===== src/hdl/gpc_pkg.sv =====
// gpc_pkg: shared types, codes and constants of the gpio pin config controller
// no dependencies; used by every module in hdl/ but gpc_queue
`default_nettype none

package gpc_pkg;

	// request kinds
	typedef enum logic [2:0] {
		KIND_SET_FUNC   = 3'd0,
		KIND_GET_FUNC   = 3'd1,
		KIND_WRITE_BIT  = 3'd2,
		KIND_READ_BIT   = 3'd3,
		KIND_SET_PULLUP = 3'd4
	} kind_t;

	// group codes carried in pin_id[11:8]
	localparam logic [3:0] GROUP_B = 4'd0;
	localparam logic [3:0] GROUP_C = 4'd1;
	localparam logic [3:0] GROUP_D = 4'd2;
	localparam logic [3:0] GROUP_E = 4'd3;
	localparam logic [3:0] GROUP_F = 4'd4;
	localparam logic [3:0] GROUP_G = 4'd5;

	// default last pin of each group
	localparam int LAST_PIN_B_DEF = 12;
	localparam int LAST_PIN_C_DEF = 7;
	localparam int LAST_PIN_D_DEF = 22;
	localparam int LAST_PIN_E_DEF = 17;
	localparam int LAST_PIN_F_DEF = 6;
	localparam int LAST_PIN_G_DEF = 18;

	// storage geometry
	localparam int NUM_GROUPS = 6;
	localparam int GROUP_W    = 3;
	localparam int IDX_W      = 5;
	localparam int FUNC_W     = 4;
	localparam int WORD_W     = 32;
	localparam int FUNC_WORDS = 18;
	localparam int DATA_WORDS = 6;
	localparam int PULL_WORDS = 12;
	localparam int FW_IDX_W   = 5;
	localparam int PW_IDX_W   = 4;

	localparam logic [1:0] PULL_UP = 2'b01;

	// default queue depths
	localparam int CMD_DEPTH_DEF = 4;
	localparam int RES_DEPTH_DEF = 2;

	// classified request handed from front to back
	typedef struct packed {
		kind_t               kind;
		logic [GROUP_W-1:0]  group;
		logic [IDX_W-1:0]    idx;
		logic [FUNC_W-1:0]   func;
		logic                level;
		logic                bad;
	} cmd_t;

	// finished result
	typedef struct packed {
		logic [FUNC_W-1:0] read_value;
		logic              invalid;
	} res_t;

endpackage

`default_nettype wire


===== src/hdl/gpc_queue.sv =====
// gpc_queue: small first-in first-out queue with full/empty flags
// no package dependencies; used for the command and result queues
`default_nettype none

module gpc_queue #(
	parameter int WIDTH = 8,
	parameter int DEPTH = 4
) (
	input  wire logic             clk,
	input  wire logic             arst_n,
	input  wire logic             push,
	input  wire logic [WIDTH-1:0] wdata,
	output logic                  full,
	input  wire logic             pop,
	output logic [WIDTH-1:0]      rdata,
	output logic                  empty
);

	localparam int PTR_W = (DEPTH > 1) ? $clog2(DEPTH) : 1;
	localparam int CNT_W = $clog2(DEPTH + 1);

	logic [WIDTH-1:0] entries_q [DEPTH];
	logic [PTR_W-1:0] wr_ptr_q;
	logic [PTR_W-1:0] rd_ptr_q;
	logic [CNT_W-1:0] count_q;
	logic             do_push;
	logic             do_pop;

	assign full    = (count_q == CNT_W'(DEPTH));
	assign empty   = (count_q == '0);
	assign do_push = push && !full;
	assign do_pop  = pop && !empty;
	assign rdata   = entries_q[rd_ptr_q];

	// entry storage
	always_ff @(posedge clk) begin
		if (do_push) begin
			entries_q[wr_ptr_q] <= wdata;
		end
	end

	// pointers and fill count
	always_ff @(posedge clk or negedge arst_n) begin
		if (!arst_n) begin
			wr_ptr_q <= '0;
			rd_ptr_q <= '0;
			count_q  <= '0;
		end else begin
			if (do_push) begin
				wr_ptr_q <= (wr_ptr_q == PTR_W'(DEPTH - 1)) ? '0 : wr_ptr_q + 1'b1;
			end
			if (do_pop) begin
				rd_ptr_q <= (rd_ptr_q == PTR_W'(DEPTH - 1)) ? '0 : rd_ptr_q + 1'b1;
			end
			if (do_push && !do_pop) begin
				count_q <= count_q + 1'b1;
			end else if (do_pop && !do_push) begin
				count_q <= count_q - 1'b1;
			end
		end
	end

endmodule

`default_nettype wire


===== src/hdl/gpc_front.sv =====
// gpc_front: decodes a request and checks pin, kind and function code
// depends on gpc_pkg
`default_nettype none

module gpc_front #(
	parameter int LAST_PIN_B = gpc_pkg::LAST_PIN_B_DEF,
	parameter int LAST_PIN_C = gpc_pkg::LAST_PIN_C_DEF,
	parameter int LAST_PIN_D = gpc_pkg::LAST_PIN_D_DEF,
	parameter int LAST_PIN_E = gpc_pkg::LAST_PIN_E_DEF,
	parameter int LAST_PIN_F = gpc_pkg::LAST_PIN_F_DEF,
	parameter int LAST_PIN_G = gpc_pkg::LAST_PIN_G_DEF
) (
	input  wire logic [2:0]  kind,
	input  wire logic [11:0] pin_id,
	input  wire logic [7:0]  value,
	output gpc_pkg::cmd_t    cmd
);

	logic [gpc_pkg::IDX_W-1:0] last_pin;
	logic                      group_ok;
	logic                      pin_ok;
	logic                      kind_ok;
	logic                      func_ok;

	// last pin of the addressed group
	always_comb begin
		group_ok = 1'b1;
		case (pin_id[11:8])
			gpc_pkg::GROUP_B: last_pin = gpc_pkg::IDX_W'(LAST_PIN_B);
			gpc_pkg::GROUP_C: last_pin = gpc_pkg::IDX_W'(LAST_PIN_C);
			gpc_pkg::GROUP_D: last_pin = gpc_pkg::IDX_W'(LAST_PIN_D);
			gpc_pkg::GROUP_E: last_pin = gpc_pkg::IDX_W'(LAST_PIN_E);
			gpc_pkg::GROUP_F: last_pin = gpc_pkg::IDX_W'(LAST_PIN_F);
			gpc_pkg::GROUP_G: last_pin = gpc_pkg::IDX_W'(LAST_PIN_G);
			default: begin
				last_pin = '0;
				group_ok = 1'b0;
			end
		endcase
	end

	// index must sit within the addressed group
	assign pin_ok = group_ok && (pin_id[7:0] <= {3'b000, last_pin});

	// kind and function code checks
	assign kind_ok = kind inside {gpc_pkg::KIND_SET_FUNC, gpc_pkg::KIND_GET_FUNC,
		gpc_pkg::KIND_WRITE_BIT, gpc_pkg::KIND_READ_BIT, gpc_pkg::KIND_SET_PULLUP};
	assign func_ok = (gpc_pkg::kind_t'(kind) != gpc_pkg::KIND_SET_FUNC) ||
		(value[7:4] == 4'd0);

	// classified command
	always_comb begin
		cmd.kind  = gpc_pkg::kind_t'(kind);
		cmd.group = pin_id[10:8];
		cmd.idx   = pin_id[gpc_pkg::IDX_W-1:0];
		cmd.func  = value[gpc_pkg::FUNC_W-1:0];
		cmd.level = (value != 8'd0);
		cmd.bad   = !(kind_ok && pin_ok && func_ok);
	end

endmodule

`default_nettype wire


===== src/hdl/gpc_back.sv =====
// gpc_back: holds the function, data and pull stores and carries out commands
// depends on gpc_pkg
`default_nettype none

module gpc_back (
	input  wire logic          clk,
	input  wire logic          arst_n,
	input  wire gpc_pkg::cmd_t cmd,
	input  wire logic          cmd_valid,
	output logic               cmd_pop,
	input  wire logic          res_full,
	output logic               res_push,
	output gpc_pkg::res_t      res
);

	logic [gpc_pkg::WORD_W-1:0]   func_words_q [gpc_pkg::FUNC_WORDS];
	logic [gpc_pkg::WORD_W-1:0]   data_words_q [gpc_pkg::DATA_WORDS];
	logic [gpc_pkg::WORD_W-1:0]   pull_words_q [gpc_pkg::PULL_WORDS];

	logic [gpc_pkg::FW_IDX_W-1:0] fw;
	logic [gpc_pkg::PW_IDX_W-1:0] pw;
	logic [gpc_pkg::WORD_W-1:0]   func_rd;
	logic [gpc_pkg::WORD_W-1:0]   data_rd;
	logic [gpc_pkg::WORD_W-1:0]   pull_rd;
	logic [gpc_pkg::WORD_W-1:0]   func_new;
	logic [gpc_pkg::WORD_W-1:0]   data_new;
	logic [gpc_pkg::WORD_W-1:0]   pull_new;
	logic                         go;
	logic                         func_we;
	logic                         data_we;
	logic                         pull_we;

	// one command per cycle while a result slot is free
	assign go       = cmd_valid && !res_full;
	assign cmd_pop  = go;
	assign res_push = go;

	// word addresses: group*3 + idx/8 and group*2 + idx/16
	assign fw = gpc_pkg::FW_IDX_W'(cmd.group) * gpc_pkg::FW_IDX_W'(3)
		+ gpc_pkg::FW_IDX_W'(cmd.idx[4:3]);
	assign pw = {cmd.group, cmd.idx[4]};

	assign func_rd = func_words_q[fw];
	assign data_rd = data_words_q[cmd.group];
	assign pull_rd = pull_words_q[pw];

	// field inserts
	always_comb begin
		func_new = func_rd;
		func_new[{cmd.idx[2:0], 2'b00} +: gpc_pkg::FUNC_W] = cmd.func;
		data_new = data_rd;
		data_new[cmd.idx] = cmd.level;
		pull_new = pull_rd;
		pull_new[{cmd.idx[3:0], 1'b0} +: 2] = gpc_pkg::PULL_UP;
	end

	// write enables and result
	always_comb begin
		func_we        = 1'b0;
		data_we        = 1'b0;
		pull_we        = 1'b0;
		res.read_value = '0;
		res.invalid    = cmd.bad;
		if (!cmd.bad) begin
			case (cmd.kind)
				gpc_pkg::KIND_SET_FUNC:   func_we = go;
				gpc_pkg::KIND_GET_FUNC:
					res.read_value = func_rd[{cmd.idx[2:0], 2'b00} +: gpc_pkg::FUNC_W];
				gpc_pkg::KIND_WRITE_BIT:  data_we = go;
				gpc_pkg::KIND_READ_BIT:
					res.read_value = {3'b000, data_rd[cmd.idx]};
				gpc_pkg::KIND_SET_PULLUP: pull_we = go;
				default:                  res.invalid = 1'b1;
			endcase
		end
	end

	// stores, cleared at reset
	always_ff @(posedge clk or negedge arst_n) begin
		if (!arst_n) begin
			for (int i = 0; i < gpc_pkg::FUNC_WORDS; i++) begin
				func_words_q[i] <= '0;
			end
			for (int i = 0; i < gpc_pkg::DATA_WORDS; i++) begin
				data_words_q[i] <= '0;
			end
			for (int i = 0; i < gpc_pkg::PULL_WORDS; i++) begin
				pull_words_q[i] <= '0;
			end
		end else begin
			if (func_we) begin
				func_words_q[fw] <= func_new;
			end
			if (data_we) begin
				data_words_q[cmd.group] <= data_new;
			end
			if (pull_we) begin
				pull_words_q[pw] <= pull_new;
			end
		end
	end

endmodule

`default_nettype wire


===== src/hdl/gpio_pin_config_controller.sv =====
// gpio_pin_config_controller: top level, front decode, command queue, back stores,
// result queue; depends on gpc_pkg, gpc_front, gpc_queue, gpc_back
//
//   channel  | handshake          | payload
//   ---------+--------------------+-------------------------
//   request  | push / full        | kind, pin_id, value
//   result   | pop / empty        | read_value, invalid
//
// one request is taken per cycle while full is low; its result passes the command queue and
// then the result queue before it is poppable.
// the back executes one command per cycle while a result slot is free, as a read-modify-write
// on flip-flop stores; the stores and queues are cleared by arst_n.
// a stalled result side fills the result queue, then the command queue, then full rises.
`default_nettype none

module gpio_pin_config_controller #(
	parameter int LAST_PIN_B = gpc_pkg::LAST_PIN_B_DEF,
	parameter int LAST_PIN_C = gpc_pkg::LAST_PIN_C_DEF,
	parameter int LAST_PIN_D = gpc_pkg::LAST_PIN_D_DEF,
	parameter int LAST_PIN_E = gpc_pkg::LAST_PIN_E_DEF,
	parameter int LAST_PIN_F = gpc_pkg::LAST_PIN_F_DEF,
	parameter int LAST_PIN_G = gpc_pkg::LAST_PIN_G_DEF,
	parameter int CMD_DEPTH  = gpc_pkg::CMD_DEPTH_DEF,
	parameter int RES_DEPTH  = gpc_pkg::RES_DEPTH_DEF
) (
	input  wire logic        clk,
	input  wire logic        arst_n,
	input  wire logic        push,
	output logic             full,
	input  wire logic [2:0]  kind,
	input  wire logic [11:0] pin_id,
	input  wire logic [7:0]  value,
	output logic             empty,
	input  wire logic        pop,
	output logic [3:0]       read_value,
	output logic             invalid
);

	gpc_pkg::cmd_t front_cmd;
	gpc_pkg::cmd_t back_cmd;
	gpc_pkg::res_t back_res;
	gpc_pkg::res_t out_res;
	logic          cmd_empty;
	logic          cmd_pop;
	logic          res_full;
	logic          res_push;

	// request decode
	gpc_front #(
		.LAST_PIN_B(LAST_PIN_B),
		.LAST_PIN_C(LAST_PIN_C),
		.LAST_PIN_D(LAST_PIN_D),
		.LAST_PIN_E(LAST_PIN_E),
		.LAST_PIN_F(LAST_PIN_F),
		.LAST_PIN_G(LAST_PIN_G)
	) u_front (
		.kind  (kind),
		.pin_id(pin_id),
		.value (value),
		.cmd   (front_cmd)
	);

	// command queue between front and back
	gpc_queue #(
		.WIDTH($bits(gpc_pkg::cmd_t)),
		.DEPTH(CMD_DEPTH)
	) u_cmd_queue (
		.clk   (clk),
		.arst_n(arst_n),
		.push  (push),
		.wdata (front_cmd),
		.full  (full),
		.pop   (cmd_pop),
		.rdata (back_cmd),
		.empty (cmd_empty)
	);

	// store access
	gpc_back u_back (
		.clk      (clk),
		.arst_n   (arst_n),
		.cmd      (back_cmd),
		.cmd_valid(!cmd_empty),
		.cmd_pop  (cmd_pop),
		.res_full (res_full),
		.res_push (res_push),
		.res      (back_res)
	);

	// result queue
	gpc_queue #(
		.WIDTH($bits(gpc_pkg::res_t)),
		.DEPTH(RES_DEPTH)
	) u_res_queue (
		.clk   (clk),
		.arst_n(arst_n),
		.push  (res_push),
		.wdata (back_res),
		.full  (res_full),
		.pop   (pop),
		.rdata (out_res),
		.empty (empty)
	);

	assign read_value = out_res.read_value;
	assign invalid    = out_res.invalid;

`ifndef ASSERT_OFF
	// rejected requests never carry read data
	a_zero_on_invalid: assert property (@(posedge clk) disable iff (!arst_n)
		(!empty && invalid) |-> (read_value == 4'd0))
		else $error("read_value nonzero on invalid result");

	// back never pushes into a full result queue
	a_res_no_overflow: assert property (@(posedge clk) disable iff (!arst_n)
		res_push |-> !res_full)
		else $error("result queue overflow");

	// a result appears only after the back has pushed one
	a_res_from_back: assert property (@(posedge clk) disable iff (!arst_n)
		(empty && !res_push) |=> empty)
		else $error("result appeared without a back push");
`endif

endmodule

`default_nettype wire


===== config.mk =====
export PLATFORM = sky130hd
export DESIGN_NAME = gpio_pin_config_controller
export DESIGN_NICKNAME = d
export VERILOG_FILES = /design/src/hdl/gpc_pkg.sv /design/src/hdl/gpc_queue.sv /design/src/hdl/gpc_front.sv /design/src/hdl/gpc_back.sv /design/src/hdl/gpio_pin_config_controller.sv
export SDC_FILE = /design/constraint.sdc
export NUM_CORES = 2
export LEC_CHECK = 0
export ABC_AREA = 1
export BUFFER_PORTS_ARGS = -buffer_cell sky130_fd_sc_hd__buf_2
export CORE_AREA = 2 2 406 287
export CTS_BUF_LIST = sky130_fd_sc_hd__clkbuf_8
export CTS_CLUSTER_SIZE = 30
export DETAILED_ROUTE_END_ITERATION = 10
export DIE_AREA = 0 0 408 289
export SLEW_MARGIN = 20
export SYNTH_ARGS = -nofsm -noshare
export SYNTH_HDL_FRONTEND = slang
export SYNTH_HIERARCHICAL = 1
export SYNTH_SLANG_ARGS = --single-unit

===== constraint.sdc =====
create_clock -name clk -period 7.8 [get_ports clk]
set_clock_uncertainty 0.15 [all_clocks]
set_input_delay 0.39 -clock clk [delete_from_list [all_inputs] [get_ports clk]]
set_output_delay 0.39 -clock clk [all_outputs]
set_load 0.05 [all_outputs]

Word level (Yosys, flattened, before mapping)
Memories as Yosys holds them, arrays and structs flattened.
Index checks and enable logic that the tools add are counted.
- register bits after elaboration: 779
- latch bits: 0
- RAM bits: 78
- ROM bits: 0
- output and inout bits: 7
- logic and storage cells: 149
- memories kept: 2
- memories (name ; words ; width ; read ports ; clocked after Yosys merged registers in ; write ports ; RTL line ; text):
    u_cmd_queue.entries_q ; 4 ; 17 ; 1 ; 0 ; 1 ; gpc_queue.sv:22 ; logic [WIDTH-1:0] entries_q [DEPTH];
    u_res_queue.entries_q ; 2 ; 5 ; 1 ; 0 ; 1 ; gpc_queue.sv:22 ;
- add/sub/neg operators: 10
- multiply operators: 1
- div/mod/pow operators: 0
- $lt $le $gt $ge: 7
- eq/ne operators: 17
- shift operators: 3
- multiplexer cells: 39
- bitwise logic cells: 2
- reduce and logical (&&, ||, !) cells: 38
- operators with widths (operator ; number):
    $bwmux W576 ; 1
    $bwmux W192 ; 1
    $mux W32 ; 6
    $bmux W32 S5 ; 1
    $demux W32 S5 ; 1
    $bmux W32 S3 ; 1
    $demux W32 S3 ; 1
    $bwmux W32 ; 2
    $shift A4 B7 Y32 const A ; 1
    $shiftx A32 B6 Y4 ; 1
    $shiftx A4 B7 Y32 ; 1
    $pmux W5 S6 ; 1
    $logic_and A1 B1 Y1 ; 15
    $mux W1 ; 14
    $eq A3 B2 Y1 const B ; 4
    $eq A3 B3 Y1 const B ; 3
    $logic_not A1 Y1 ; 9
    $logic_not A3 Y1 ; 3
    $eq A4 B2 Y1 const B ; 2
    $eq A4 B3 Y1 const B ; 2
    $le A8 B5 Y1 ; 1
    $logic_not A4 Y1 ; 2
    $mux W2 ; 4
    $pmux W4 S2 ; 1
    other kinds (31) ; 39

Logic depth before layout (Yosys ltp)
An unclocked memory read counts as a cell.
- depth after elaboration: 10
- mapped depth: 29
- depth with buffers taken out: 25

Modules after synthesis
The synthesis kept the hierarchy.
- by module, submodules not included (module ; instances ; cells an instance ; area an instance (µm²) ; seq. area each (µm²)):
    gpc_back ; 1 ; 4253 ; 35377.7 ; 19218.4
    gpc_queue (u_cmd_queue) ; 1 ; 259 ; 3298.2 ; 2217.1
    gpc_queue (u_res_queue) ; 1 ; 57 ; 590.6 ; 400.4
    gpc_front ; 1 ; 69 ; 392.9 ; 0.0
    gpio_pin_config_controller ; 1 ; 1 ; 3.8 ; 0.0

Least setup slack after synthesis
Ideal clock, no wire load.
- path kind: register to register
- from: reg u_cmd_queue.rd_ptr_q[0]
- to: reg u_back/func_words_q[432] in the netlist's numbering
- data arrival time: 4.377 ns
- required time: 7.514 ns
- path slack: 3.137 ns
- cell stages (with the launch flop): 23
- buffers on the path: 7
- period minus slack after synthesis: 4.663 ns
- path through: dfrtp_1 buf_6 buf_6 o211ai_1 nand2_1 clkinv_1 clkbuf_1 clkbuf_1 fa_1 inv_1 ha_1 inv_1 fa_1 nand3_1 nor2_1 buf_2 buf_4 nand2_1 nand2_1 inv_1 a41oi_2 clkbuf_1 o21ai_0
- RTL lines (element ; RTL line ; text):
    from (decl) ; gpc_queue.sv:24 ; logic [PTR_W-1:0] rd_ptr_q;
    from (signal assigned) ; gpc_queue.sv:53 ; rd_ptr_q <= (rd_ptr_q == PTR_W'(DEPTH - 1)) ? '0 : rd_ptr_q + 1'b1;
    to (signal, indexed assignment) ; gpc_back.sv:92 ; func_words_q[fw] <= func_new;
    to (decl) ; gpc_back.sv:16 ; logic [gpc_pkg::WORD_W-1:0] func_words_q [gpc_pkg::FUNC_WORDS];

==> flow_summary.toml <==
[clocking]
htreeDepth = 4
clock_latency_ps = 860
cts_buffers = 138
cts.clk_slew.worst_paths_ps = 70
cts.path.max_buffers = 3
clock_sinks = 857
postCtsSetupBuffers = 0
cts_tree = "yes"
root_buffer = "clkbuf_8"

[placement]
gp_congestion = 0.8586
hpwl_microns = 74450
numPortBuffers = 33

[synth]
syn_inst = 4639
postSynthAreaPerCell_sq_um = 8.550
synth_top_area_share_pct = 49.15
ys_ff_latch = 857
seq_area_frac_synth_pct = 55.05
ys_types = 50
synth-edff-count = 78
synthFlopType = "dfrtp_1"
synth_area_sq_um = 39660
synth_warnings = 6
synth_area_leaders = "dfrtp_1 49%, nand2_1 13%, o21ai_0 8.4%, edfxtp_1 5.9%, o21ai_1 3.4%"
syn_nets = 4697
synth_top_area_cell = "dfrtp_1"
synthArstFlopShare_pct = 90.90

[critical_path]
worstSetupStartpointType = "flop"
path_max_fanout = 71
critPathKind = "flop to flop"
cp-end-kind = "flop"
critPathRequiredTime_ps = 8330
crit_arrival_ps = 6830

[route]
dr_total_vias = 33018
drt_iter0_drc = 3912
first_pass_iters = 6
routed_via_density = 5.296
drc = 0
routedWlPerCell_microns = 20.21
wirelength_microns = 126000
ant_nets = 0

[grt]
overflow = 0
antenna_found_initial = 2
track_usage_pct = 21.31
grt_first_pass_wirelength_microns = 195300
grt_max_degree = 158
first_global_vias = 31272

[sta]
hold_ws_ps = 173.2
setup_viol = 0
maxSlewViolCount = 0
final_hold_viol_count = 0
max_freq_mhz = 158.6
rsz0062_at_grt = "no"
worst_slew_pin_slew_ps = 1168
tns_ps = 0
min_period_over_period_pct = 80.85
period_needed_ps = 6306
slew_headroom_pct = 21.57

[floorplanning]
die_area_sq_um = 117900
core_area_sq_um = 114100
initial_core_util_pct = 34.76
fp.dieW_microns = 408
rows = 104
die_y_microns = 289
design.portCount = 34

[final_layout]
fin_nets = 4655
syn_to_final_growth_pct = 11.24
drive_gt1_share_pct = 9.372

[hold_path]
hp-class = "input port to flop"

[status]
status = "completed"

[job]
drv_cap = 0
## timing repair
action,CTS,global route
hold buffers,28,0
hold endpoints to repair,156,0
resized for setup,0,0
## cells in the final DEF, fill, tap and decap left out, types with 6 or more instances in the layout
| master | count |
|---|---|
| o211ai_2 | 16 |
| nand3b_1 | 8 |
| nand3_2 | 6 |
| o21ai_1 | 270 |
| a22oi_1 | 26 |
| a21oi_1 | 68 |
| o21ai_0 | 663 |
| buf_2 | 32 |
| nor3_1 | 7 |
| nand4_1 | 24 |
| a31oi_2 | 6 |
| or2_1 | 7 |
| dlygate4sd3_1 | 28 |
| nand2_4 | 6 |
| a41oi_2 | 8 |
| o31ai_1 | 8 |
| o21a_1 | 32 |
| edfxtp_1 | 78 |
| clkinv_1 | 6 |
| o211ai_1 | 36 |
| nor3_2 | 6 |
| inv_6 | 6 |
| nor2_2 | 9 |
| or2_2 | 30 |
| o22ai_1 | 160 |
| nand2_2 | 20 |
| clkbuf_8 | 165 |
| nand2_1 | 1322 |
| buf_4 | 78 |
| buf_12 | 9 |
| inv_1 | 282 |
| nand3_1 | 137 |
| ha_1 | 28 |
| nor2_1 | 257 |
| clkinv_2 | 6 |
| dfrtp_1 | 778 |
| a31oi_4 | 9 |
## through the flow
stage,cells,setup WS [ps],utilization (%),area [sq um]
final,6234,1494,38.66,44120
after global routing,6234,1285,38.66,44120
after CTS,6231,1633,38.65,44100
after detailed placement,5965,1673,36.06,41150
after global placement,5965,1723,36.06,41150
after floorplan,4639,3137,-,39660
## cell usage after synthesis, drive strengths merged, types with 5 or more instances
cell,count
a31oi,19
buf,132
o31ai,8
nor2,269
o21ai,938
nand4,24
dfrtp,779
edfxtp,78
nand2,1348
o22ai,160
a21oi,68
o21a,32
or2,42
inv,238
clkinv,5
nand3b,8
o211ai,52
a41oi,8
a22oi,26
nand3,143
nor3,14
ha,28
clkbuf,199
## cell families after synthesis
family	after synthesis	synth area share (%)
XOR/XNOR	2	0.04417
adder cells (fa/ha/maj)	31	1.035
AO/OA/AOI/OAI	1320	18.96
AND/OR/NAND/NOR	1855	18.74
buffers and inverters	574	6.167
flip-flops	857	55.05
## critical path: stages, from the launching register on
cell      delay [ps]
dfrtp_1          590
inv_6            280
o211ai_1         120
nand2_1          120
inv_1            110
fa_1             550
inv_1             40
ha_1             860
inv_2            360
nand2_4          950
nor2_1           430
nand2_2          940
buf_4            420
o21ai_0          140
## cell type report
type / instances / area [sq um]
flip-flops and latches: 857 / 21840
clock buffers: 165 / 2271
multi-input cells: 3208 / 15530
fillers: 11569 / 70000
clock inverters: 73 / 399.1
diodes: 2 / 5.005
repair buffers: 149 / 1232
inverters: 243 / 920.9
well taps: 1537 / 1923
## flip-flops by register name, summed over array words and instances (netlist names), 2 cells and up
| name | flops |
|---|---|
| u_cmd_queue/rd_ptr_q | 2 |
| u_res_queue/entries_q | 10 |
| u_cmd_queue/count_q | 3 |
| u_cmd_queue/wr_ptr_q | 2 |
| u_res_queue/count_q | 2 |
| u_cmd_queue/entries_q | 68 |
| u_back/func_words_q | 576 |
| u_back/data_words_q | 192 |
## per-layer routing
layer  global-route usage [%]  wire (microns)  vias to the layer above
met5                        0              12                        -
met4                    6.361            2732                        2
met3                    5.137           12030                      204
met2                    29.98           51610                     1414
met1                    32.12           59610                    15998
li1                         -               -                    15400
## worst paths after layout
check	slack [ps]	cells after the start	end	start
worst min register to register	330	2	u_back/data_words_q[49]$_DFFE_PN0P_	u_back/data_words_q[49]$_DFFE_PN0P_
worst min-delay path	170	2	u_cmd_queue/entries_q[0][14]$_DFFE_PP_	kind[0]
worst max register to register	1490	13	u_back/func_words_q[432]$_DFFE_PN0P_	u_cmd_queue/rd_ptr_q[1]$_DFFE_PN0P_
max in group asynchronous	5060	5	u_back/data_words_q[98]$_DFFE_PN0P_	arst_n
min in group asynchronous	540	3	u_back/func_words_q[369]$_DFFE_PN0P_	arst_n
worst max-delay path	1490	13	u_back/func_words_q[432]$_DFFE_PN0P_	u_cmd_queue/rd_ptr_q[1]$_DFFE_PN0P_
Power is not shown: default switching activity piles up to over one toggle a cycle in this logic, so the estimate is an artifact.
